[config.mk]
export PLATFORM = sky130hd
export DESIGN_NAME = voxel_rle_slice_decoder
export DESIGN_NICKNAME = d
export VERILOG_FILES = /design/src/rtl/core/vrsd_pkg.sv /design/src/rtl/core/vrsd_front.sv /design/src/rtl/core/vrsd_queue.sv /design/src/rtl/core/vrsd_back.sv /design/src/rtl/core/voxel_rle_slice_decoder.sv
export SDC_FILE = /design/constraint.sdc
export NUM_CORES = 1
export LEC_CHECK = 0
export ABC_AREA = 1
export BUFFER_PORTS_ARGS = -buffer_cell sky130_fd_sc_hd__buf_2
export CORE_ASPECT_RATIO = 0.7
export CORE_MARGIN = 4
export CORE_UTILIZATION = 40
export CTS_CLUSTER_DIAMETER = 150
export DETAILED_ROUTE_END_ITERATION = 6
export GPL_ROUTABILITY_DRIVEN = 0
export PLACE_DENSITY = 0.54
export SYNTH_ARGS = -nofsm -noshare
export SYNTH_HDL_FRONTEND = slang
export SYNTH_HIERARCHICAL = 1
export SYNTH_SLANG_ARGS = --single-unit
[constraint.sdc]
create_clock -name clk -period 22.3 [get_ports clk]
set_clock_uncertainty 0.2 [all_clocks]
set_input_delay 2.23 -clock clk [delete_from_list [all_inputs] [get_ports clk]]
set_output_delay 2.23 -clock clk [all_outputs]
set_load 0.02 [all_outputs]
[src/rtl/core/vrsd_pkg.sv]
// Shared types, constants and helpers of the run-length voxel slice decoder.
// No dependencies.
`default_nettype none

package vrsd_pkg;

  localparam int MAX_DIM = 256;
  localparam int DIM_W = $clog2(MAX_DIM + 1);
  localparam int POS_W = 8;
  localparam int IDX_W = 16;
  localparam int LEN_W = 17;
  localparam int WORD_W = 32;

  localparam logic [WORD_W-1:0] CODEFLAG = 32'd2;
  localparam logic [WORD_W-1:0] NEXTSLICEFLAG = 32'd6;

  localparam int Q_DEPTH = 2;
  localparam int Q_AW = 1;
  localparam int Q_CW = 2;

  localparam int DIV_STEPS = IDX_W / 2;
  localparam int DIV_CW = $clog2(DIV_STEPS);

  typedef enum logic [1:0] {
    REG_SIZE_X = 2'd0,
    REG_SIZE_Y = 2'd1,
    REG_SIZE_Z = 2'd2,
    REG_COMPRESSED = 2'd3
  } reg_idx_t;

  typedef enum logic [1:0] {
    PH_WORD = 2'd0,
    PH_COUNT = 2'd1,
    PH_COLOR = 2'd2
  } phase_t;

  typedef enum logic [1:0] {
    B_IDLE = 2'd0,
    B_DIV = 2'd1,
    B_HOLD = 2'd2
  } back_state_t;

  typedef struct packed {
    logic [8:0] size_x;
    logic [8:0] size_y;
    logic [8:0] size_z;
    logic compressed;
  } cfg_t;

  typedef struct packed {
    logic [IDX_W-1:0] idx;
    logic [POS_W-1:0] z;
    logic [LEN_W-1:0] len;
    logic [WORD_W-1:0] color;
    logic done;
    logic ovf;
  } cmd_t;

  function automatic logic [DIM_W-1:0] eff_dim(input logic [8:0] v);
    logic [DIM_W-1:0] r;
    if (v == 9'd0) begin
      r = DIM_W'(1);
    end else if ({1'b0, v} > 10'(MAX_DIM)) begin
      r = DIM_W'(MAX_DIM);
    end else begin
      r = DIM_W'(v);
    end
    return r;
  endfunction

endpackage

`default_nettype wire

[src/rtl/core/vrsd_front.sv]
// Front end: accepts payload words, tracks phase and slice position,
// and issues fill commands to the queue. Depends on vrsd_pkg.
`default_nettype none

module vrsd_front (
  input wire logic clk,
  input wire logic rst,
  input wire vrsd_pkg::cfg_t cfg,
  input wire logic in_valid,
  output logic in_ready,
  input wire logic [31:0] word,
  input wire logic q_full,
  output logic push,
  output vrsd_pkg::cmd_t cmd
);

  vrsd_pkg::phase_t phase, phase_next;
  logic [vrsd_pkg::LEN_W-1:0] pending, pending_next;
  logic [vrsd_pkg::LEN_W-1:0] slice_index, slice_index_next;
  logic [vrsd_pkg::POS_W-1:0] slice_z, slice_z_next;

  logic [vrsd_pkg::DIM_W-1:0] sx, sy, sz;
  logic [vrsd_pkg::LEN_W-1:0] ss, si_raw, idx1, avail, len_c;
  logic [vrsd_pkg::POS_W:0] zp1;
  logic z_last, emit, accept;

  assign sx = vrsd_pkg::eff_dim(cfg.size_x);
  assign sy = vrsd_pkg::eff_dim(cfg.size_y);
  assign sz = vrsd_pkg::eff_dim(cfg.size_z);
  assign ss = vrsd_pkg::LEN_W'(sx) * vrsd_pkg::LEN_W'(sy);
  assign zp1 = {1'b0, slice_z} + 9'd1;
  assign z_last = (vrsd_pkg::DIM_W'(zp1) >= sz);
  assign si_raw = (slice_index >= ss) ? '0 : slice_index;
  assign idx1 = si_raw + vrsd_pkg::LEN_W'(1);
  assign avail = ss - slice_index;
  assign len_c = (pending > avail) ? avail : pending;

  assign in_ready = !q_full;
  assign accept = in_valid && in_ready;
  assign push = accept && emit;

  always_comb begin
    phase_next = vrsd_pkg::PH_WORD;
    if (cfg.compressed) begin
      case (phase)
        vrsd_pkg::PH_COUNT: phase_next = vrsd_pkg::PH_COLOR;
        vrsd_pkg::PH_COLOR: phase_next = vrsd_pkg::PH_WORD;
        default: begin
          if (word == vrsd_pkg::CODEFLAG) begin
            phase_next = vrsd_pkg::PH_COUNT;
          end
        end
      endcase
    end
  end

  always_comb begin
    emit = 1'b0;
    cmd.idx = slice_index[vrsd_pkg::IDX_W-1:0];
    cmd.z = slice_z;
    cmd.len = vrsd_pkg::LEN_W'(1);
    cmd.color = word;
    cmd.done = 1'b0;
    cmd.ovf = 1'b0;
    pending_next = pending;
    slice_index_next = slice_index;
    slice_z_next = slice_z;
    if (!cfg.compressed) begin
      emit = 1'b1;
      pending_next = '0;
      cmd.idx = si_raw[vrsd_pkg::IDX_W-1:0];
      cmd.done = (idx1 >= ss) && z_last;
      if (cmd.done) begin
        slice_index_next = '0;
        slice_z_next = '0;
      end else if (idx1 >= ss) begin
        slice_index_next = '0;
        slice_z_next = zp1[vrsd_pkg::POS_W-1:0];
      end else begin
        slice_index_next = idx1;
      end
    end else begin
      case (phase)
        vrsd_pkg::PH_COUNT: begin
          pending_next = ({15'd0, ss} < word) ? ss : word[vrsd_pkg::LEN_W-1:0];
        end
        vrsd_pkg::PH_COLOR: begin
          pending_next = '0;
          if (pending != '0 && slice_index < ss) begin
            emit = 1'b1;
            cmd.len = len_c;
            cmd.ovf = (pending > avail);
            slice_index_next = slice_index + len_c;
          end
        end
        default: begin
          if (word == vrsd_pkg::NEXTSLICEFLAG) begin
            slice_index_next = '0;
            if (z_last) begin
              emit = 1'b1;
              pending_next = '0;
              slice_z_next = '0;
              cmd.idx = '0;
              cmd.z = '0;
              cmd.len = '0;
              cmd.color = '0;
              cmd.done = 1'b1;
            end else begin
              slice_z_next = zp1[vrsd_pkg::POS_W-1:0];
            end
          end else if (word != vrsd_pkg::CODEFLAG && slice_index < ss) begin
            emit = 1'b1;
            slice_index_next = idx1;
          end
        end
      endcase
    end
  end

  always_ff @(posedge clk) begin
    if (rst) begin
      phase <= vrsd_pkg::PH_WORD;
      pending <= '0;
      slice_index <= '0;
      slice_z <= '0;
    end else if (accept) begin
      phase <= phase_next;
      pending <= pending_next;
      slice_index <= slice_index_next;
      slice_z <= slice_z_next;
    end
  end

endmodule

`default_nettype wire

[src/rtl/core/vrsd_queue.sv]
// Short command queue between front and back end.
// Depends on vrsd_pkg.
`default_nettype none

module vrsd_queue (
  input wire logic clk,
  input wire logic rst,
  input wire logic push,
  input wire vrsd_pkg::cmd_t wdata,
  input wire logic pop,
  output vrsd_pkg::cmd_t rdata,
  output logic full,
  output logic empty
);

  vrsd_pkg::cmd_t mem [vrsd_pkg::Q_DEPTH];
  logic [vrsd_pkg::Q_AW-1:0] wr_ptr, rd_ptr;
  logic [vrsd_pkg::Q_CW-1:0] count;

  assign full = (count == vrsd_pkg::Q_CW'(vrsd_pkg::Q_DEPTH));
  assign empty = (count == '0);
  assign rdata = mem[rd_ptr];

  always_ff @(posedge clk) begin
    if (push) begin
      mem[wr_ptr] <= wdata;
    end
  end

  always_ff @(posedge clk) begin
    if (rst) begin
      wr_ptr <= '0;
      rd_ptr <= '0;
      count <= '0;
    end else begin
      if (push) begin
        wr_ptr <= wr_ptr + vrsd_pkg::Q_AW'(1);
      end
      if (pop) begin
        rd_ptr <= rd_ptr + vrsd_pkg::Q_AW'(1);
      end
      if (push && !pop) begin
        count <= count + vrsd_pkg::Q_CW'(1);
      end else if (pop && !push) begin
        count <= count - vrsd_pkg::Q_CW'(1);
      end
    end
  end

endmodule

`default_nettype wire

[src/rtl/core/vrsd_back.sv]
// Back end: splits the slice index into x and y with a two-bit-per-cycle
// divider and drives the result register. Depends on vrsd_pkg.
`default_nettype none

module vrsd_back (
  input wire logic clk,
  input wire logic rst,
  input wire vrsd_pkg::cfg_t cfg,
  input wire logic q_empty,
  input wire vrsd_pkg::cmd_t q_data,
  output logic pop,
  output logic out_valid,
  input wire logic out_ready,
  output logic [7:0] pos_x,
  output logic [7:0] pos_y,
  output logic [7:0] pos_z,
  output logic [16:0] run_length,
  output logic [31:0] color,
  output logic matrix_done,
  output logic overflow
);

  vrsd_pkg::back_state_t state, state_next;
  vrsd_pkg::cmd_t job;
  logic [vrsd_pkg::IDX_W-1:0] quo;
  logic [7:0] rem;
  logic [vrsd_pkg::DIV_CW-1:0] cnt;
  logic [vrsd_pkg::DIM_W-1:0] sx;
  logic [8:0] step1, step2;
  logic load, out_free;

  function automatic logic [8:0] div_step(input logic [7:0] r_in, input logic b,
                                          input logic [vrsd_pkg::DIM_W-1:0] d);
    logic [8:0] r;
    logic [8:0] res;
    r = {r_in, b};
    if (r >= 9'(d)) begin
      r = r - 9'(d);
      res = {1'b1, r[7:0]};
    end else begin
      res = {1'b0, r[7:0]};
    end
    return res;
  endfunction

  assign sx = vrsd_pkg::eff_dim(cfg.size_x);
  assign step1 = div_step(rem, quo[vrsd_pkg::IDX_W-1], sx);
  assign step2 = div_step(step1[7:0], quo[vrsd_pkg::IDX_W-2], sx);
  assign out_free = !out_valid || out_ready;

  always_comb begin
    state_next = state;
    case (state)
      vrsd_pkg::B_IDLE: begin
        if (!q_empty) begin
          state_next = vrsd_pkg::B_DIV;
        end
      end
      vrsd_pkg::B_DIV: begin
        if (cnt == vrsd_pkg::DIV_CW'(vrsd_pkg::DIV_STEPS - 1)) begin
          state_next = vrsd_pkg::B_HOLD;
        end
      end
      vrsd_pkg::B_HOLD: begin
        if (out_free) begin
          state_next = vrsd_pkg::B_IDLE;
        end
      end
      default: state_next = vrsd_pkg::B_IDLE;
    endcase
  end

  always_comb begin
    pop = (state == vrsd_pkg::B_IDLE) && !q_empty;
    load = (state == vrsd_pkg::B_HOLD) && out_free;
  end

  always_ff @(posedge clk) begin
    if (rst) begin
      state <= vrsd_pkg::B_IDLE;
      cnt <= '0;
    end else begin
      state <= state_next;
      if (pop) begin
        cnt <= '0;
      end else if (state == vrsd_pkg::B_DIV) begin
        cnt <= cnt + vrsd_pkg::DIV_CW'(1);
      end
    end
  end

  always_ff @(posedge clk) begin
    if (pop) begin
      job <= q_data;
      quo <= q_data.idx;
      rem <= '0;
    end else if (state == vrsd_pkg::B_DIV) begin
      quo <= {quo[vrsd_pkg::IDX_W-3:0], step1[8], step2[8]};
      rem <= step2[7:0];
    end
  end

  always_ff @(posedge clk) begin
    if (rst) begin
      out_valid <= 1'b0;
    end else if (load) begin
      out_valid <= 1'b1;
    end else if (out_ready) begin
      out_valid <= 1'b0;
    end
  end

  always_ff @(posedge clk) begin
    if (load) begin
      pos_x <= rem;
      pos_y <= quo[7:0];
      pos_z <= job.z;
      run_length <= job.len;
      color <= job.color;
      matrix_done <= job.done;
      overflow <= job.ovf;
    end
  end

  a_pop_idle: assert property (@(posedge clk) disable iff (rst)
    pop |-> state == vrsd_pkg::B_IDLE)
    else $error("pop outside idle");

  a_div_len: assert property (@(posedge clk) disable iff (rst)
    (state == vrsd_pkg::B_DIV && cnt == vrsd_pkg::DIV_CW'(vrsd_pkg::DIV_STEPS - 1))
    |=> state == vrsd_pkg::B_HOLD)
    else $error("divider did not finish");

  a_rem_range: assert property (@(posedge clk) disable iff (rst)
    state == vrsd_pkg::B_HOLD |-> {1'b0, rem} < 9'(sx))
    else $error("remainder not below width");

endmodule

`default_nettype wire

[src/rtl/core/voxel_rle_slice_decoder.sv]
// A producing word passes the queue to the idle back end; its 2-bit-per-cycle x/y divider runs
// in B_DIV, the result is loaded from B_HOLD, and only then is the next command popped. Words
// that give no result transfer one per cycle while the 2-entry queue has room.
// Reset: sizes 1, compressed mode, phase/count/slice index/slice z cleared, queue and output empty.
// Holds the configuration registers and joins front end, queue and back end.
`default_nettype none

module voxel_rle_slice_decoder (
  input wire logic clk,
  input wire logic rst,
  input wire logic cfg_write,
  input wire logic [1:0] cfg_index,
  input wire logic [8:0] cfg_data,
  input wire logic in_valid,
  output logic in_ready,
  input wire logic [31:0] word,
  output logic out_valid,
  input wire logic out_ready,
  output logic [7:0] pos_x,
  output logic [7:0] pos_y,
  output logic [7:0] pos_z,
  output logic [16:0] run_length,
  output logic [31:0] color,
  output logic matrix_done,
  output logic overflow
);

  vrsd_pkg::cfg_t cfg;
  vrsd_pkg::cmd_t f_cmd, q_cmd;
  logic push, pop, q_full, q_empty;

  always_ff @(posedge clk) begin
    if (rst) begin
      cfg.size_x <= 9'd1;
      cfg.size_y <= 9'd1;
      cfg.size_z <= 9'd1;
      cfg.compressed <= 1'b1;
    end else if (cfg_write) begin
      case (vrsd_pkg::reg_idx_t'(cfg_index))
        vrsd_pkg::REG_SIZE_X: cfg.size_x <= cfg_data;
        vrsd_pkg::REG_SIZE_Y: cfg.size_y <= cfg_data;
        vrsd_pkg::REG_SIZE_Z: cfg.size_z <= cfg_data;
        vrsd_pkg::REG_COMPRESSED: cfg.compressed <= cfg_data[0];
        default: cfg <= cfg;
      endcase
    end
  end

  vrsd_front u_front (
    .clk(clk),
    .rst(rst),
    .cfg(cfg),
    .in_valid(in_valid),
    .in_ready(in_ready),
    .word(word),
    .q_full(q_full),
    .push(push),
    .cmd(f_cmd)
  );

  vrsd_queue u_queue (
    .clk(clk),
    .rst(rst),
    .push(push),
    .wdata(f_cmd),
    .pop(pop),
    .rdata(q_cmd),
    .full(q_full),
    .empty(q_empty)
  );

  vrsd_back u_back (
    .clk(clk),
    .rst(rst),
    .cfg(cfg),
    .q_empty(q_empty),
    .q_data(q_cmd),
    .pop(pop),
    .out_valid(out_valid),
    .out_ready(out_ready),
    .pos_x(pos_x),
    .pos_y(pos_y),
    .pos_z(pos_z),
    .run_length(run_length),
    .color(color),
    .matrix_done(matrix_done),
    .overflow(overflow)
  );

endmodule

`default_nettype wire
==> summary.md <==
| Metric | Value |
|---|---|
| Outcome | complete, no violations |
| Worst-Skew Late Latency | 0.57 ns |
| Reg2Reg Launch Point | cfg[23] |
| Hold_buf cts | 0 |
| Leakage power | 11.2 nW |
| Worst min-delay path endpoint | u_back/run_length[2] |
| R2R Path End | u_front/slice_index[15] |
| Endpoints failing setup | 0 |
| Post-synth EDFFs | 300 |
| Max-slew violation count | 0 |
| First-pass GRT wire length | 88300 um |
| Avg Synthesized Cell Area | 9.60 um^2 |
| Max-cap violations | 0 |
| CP max-delay cell | o21ai_0 |
| Library cells used by synthesis | 60 |
| Synth top area share | 0.396 |
| Commonest cells in the netlist | nand2_1 (489), inv_1 (321), edfxtp_1 (300) |
| DRC Markers | 0 |
| Reg2Reg Depth | 53 |
| CTS clk-pin slew, worst paths | 0.06 ns |
| # diodes | 0 |
| Buffers on Ports | 124 |
| Avg WL per Cell | 17.5 um |
| RSZ-0062 raised after global routing | no |
| Hold depth | 0 |
| Prevailing post-synth register cell | edfxtp_1 |
| Type of the worst min-delay path | flip-flop to flip-flop |
| Vias in the first global route | 15700 |
| Die ar. | 0.0607 mm^2 |
| Multi-input gate area in the final layout | 0.0103 mm^2 |
| CP arrival | 11.97 ns |
| Final ANT Viol Nets | 0 |
| All-Layer GR Usage | 0.183 |
| CTS tree | yes |
| DRT Pass-1 Iters | 6 |
| #FFs+latches synth | 391 |
| Starting density of the core | 0.408 |
| Layout cell share with drive strength beyond 1 | 0.148 |
| Synth area leaders | edfxtp_1 (40%), ha_1 (8.4%), nand2_1 (8.1%), dfxtp_1 (8.0%), inv_1 (5.3%) |
| Syn_nets | 2620 |
| Hold Path Origin | u_back/job[36] |
| Fin nets | 2727 |
| Warnings, synthesis | 6 |
| Sequential cell area fraction in the yosys report | 0.477 |
| Flop-to-flop setup slack | 10.60 ns |
| Clock Sinks | 391 |
| Final hold vios | 0 |
| Post-synth ARST share | 0 |
| Area growth syn-to-layout | 11.3% |
| Setup TNS | 0 ns |
| H-Tree Depth | 2 |
| CP dominant cell by count | nand2_1 |
| Vias | 16600 |
| Min Tclk post-route | 11.71 ns |
| Leading area contributor after synthesis | edfxtp_1 |
| F_max | 85.4 MHz |
| Vias per cell | 5.10 |
| Crit Path Category | flip-flop to flip-flop |
| CP max FO | 35 |
| Startpoint types | flip-flop |
| Peak supply drop | 0.0000547 V |
| Row Count | 72 |
| Post-DP HPWL | 43200 um |
| Slew headroom | 0.312 |
| Die Ht | 207 um |
| Worst EP required | 22.57 ns |
| Postcts setup bufs | 0 |
| Initial antenna violation count | 0 |
| Crit path capture type | flip-flop |
| Power Density | 119 mW/mm^2 |
| Sequential Area | 0.0108 mm^2 |
| Largest net degree at the start of global routing | 61 |
| Total congestion overflow | 0 |
| Max Buffers Root-to-Sink | 3 |
| Post-CTS Resized | 0 |
| Worst Tran Pin Value | 1.02 ns |
| Pwr Total | 3.00 mW |
| Final wirelength | 56800 um |
| Worst stage delay on the critical path | 1.02 ns |
| Fillers | 5376 |
| Num CTS Buffers | 43 |
| Root buf cell | clkbuf_16 |
| Count leader, synth | nand2_1 |
| Core area | 0.0557 mm^2 |
| I/O pin cnt | 125 |
| Post-Synthesis Cells | 2366 |
| DIE WIDTH | 293 um |
| Final period util | 0.525 |
| DR iter-0 viols | 1553 |
| Synthesized cell area | 0.0227 mm^2 |
[flip-flops by register name, summed over array words and instances, names as in the netlist, 8 cells and up, named ones only]
name	count
u_back/pos_z	8
u_back/job	59
u_queue/mem	150
u_back/pos_x	8
u_back/color	32
u_back/rem	8
u_back/quo	16
u_back/pos_y	8
u_front/pending	17
cfg	28
u_back/run_length	17
u_front/slice_index	17
u_front/slice_z	8
[how the worst max path moves through the flow]
stage / start / to / slack [ns] / cells after the start
6_report: cfg[23] / u_front/slice_index[15] / 10.60 / 53
5_1_grt: cfg[23] / u_front/slice_index[15] / 9.65 / 53
4_1_cts: cfg[23] / u_front/slice_index[15] / 10.77 / 53
3_5_place_dp: cfg[23] / u_front/slice_index[15] / 10.82 / 53
3_3_place_gp: cfg[25] / u_front/slice_index[15] / 10.95 / 53
2_1_floorplan: cfg[25] / u_queue/mem[0][0] / 12.01 / 38
[critical path: cells and delay by family (launching register included)]
| kind | cells | cell delay [ns] |
|---|---|---|
| flops | 1 | 0.35 |
| xor+xnor | 1 | 0.48 |
| fa+ha+maj | 8 | 3.56 |
| compound gates | 12 | 3.00 |
| simple gates | 24 | 3.26 |
| buf+inv | 8 | 0.72 |
[cells in the final DEF, fill, tap and decap left out, types with 11 or more instances in the layout]
| master | instances |
|---|---|
| edfxtp_1 | 300 |
| nand2_2 | 27 |
| xor2_1 | 25 |
| clkbuf_16 | 43 |
| nand3_1 | 110 |
| nor3_1 | 21 |
| inv_1 | 320 |
| ha_1 | 153 |
| o21ai_1 | 15 |
| inv_2 | 11 |
| fa_1 | 53 |
| a21oi_1 | 155 |
| o21ai_0 | 61 |
| mux2_2 | 25 |
| mux2_4 | 50 |
| xnor2_1 | 22 |
| clkbuf_1 | 13 |
| nand2_1 | 489 |
| nor2_2 | 13 |
| buf_2 | 124 |
| nor2_1 | 221 |
| nand4_1 | 29 |
| dfxtp_1 | 90 |
[logic make-up (layout without fill, tap and decap cells)]
group,count (synthesis),after routing,synth area share
xor+xnor,48,48,0.0188
buf+inv,404,546,0.0721
compound gates,266,266,0.0629
simple gates,976,976,0.193
flops,391,391,0.477
fa+ha+maj,206,206,0.131
mux,75,75,0.0454
[stage by stage]
step	utilization	hold slack [ns]	instances	setup slack, ns	cell area, um^2
2_1_floorplan	-	0.200	2366	12.01	22700
3_3_place_gp	0.431	0.200	3168	10.95	24000
3_5_place_dp	0.431	0.205	3168	10.82	24000
4_1_cts	0.454	0.215	3248	10.77	25300
5_1_grt	0.454	0.220	3248	9.65	25300
6_report	0.454	0.210	3248	10.60	25300
[layer usage]
layer	up-vias	global-route usage	part of all wire
li1	8068	-	-
met1	7871	0.288	0.50
met3	71	0.0364	0.077
met2	555	0.258	0.41
met5	-	0	0
met4	0	0.0409	0.017
[where the power goes]
group / internal (mW) / switching (mW) / total [mW]
clock network: 0.373 / 0.296 / 0.669
logic: 0.432 / 0.807 / 1.24
registers: 1.01 / 0.0808 / 1.10
total: 1.82 / 1.18 / 3.00
[final cells by class]
| type | instances | area share |
|---|---|---|
| clock buffer | 56 | 0.0445 |
| clock inverter | 24 | 0.00791 |
| inverter | 333 | 0.0496 |
| multi-input combinational | 1571 | 0.406 |
| sequential | 391 | 0.428 |
| tap | 740 | 0.0366 |
| timing repair buffer | 133 | 0.0272 |
Note: power is estimated with default switching activity, not from simulation.
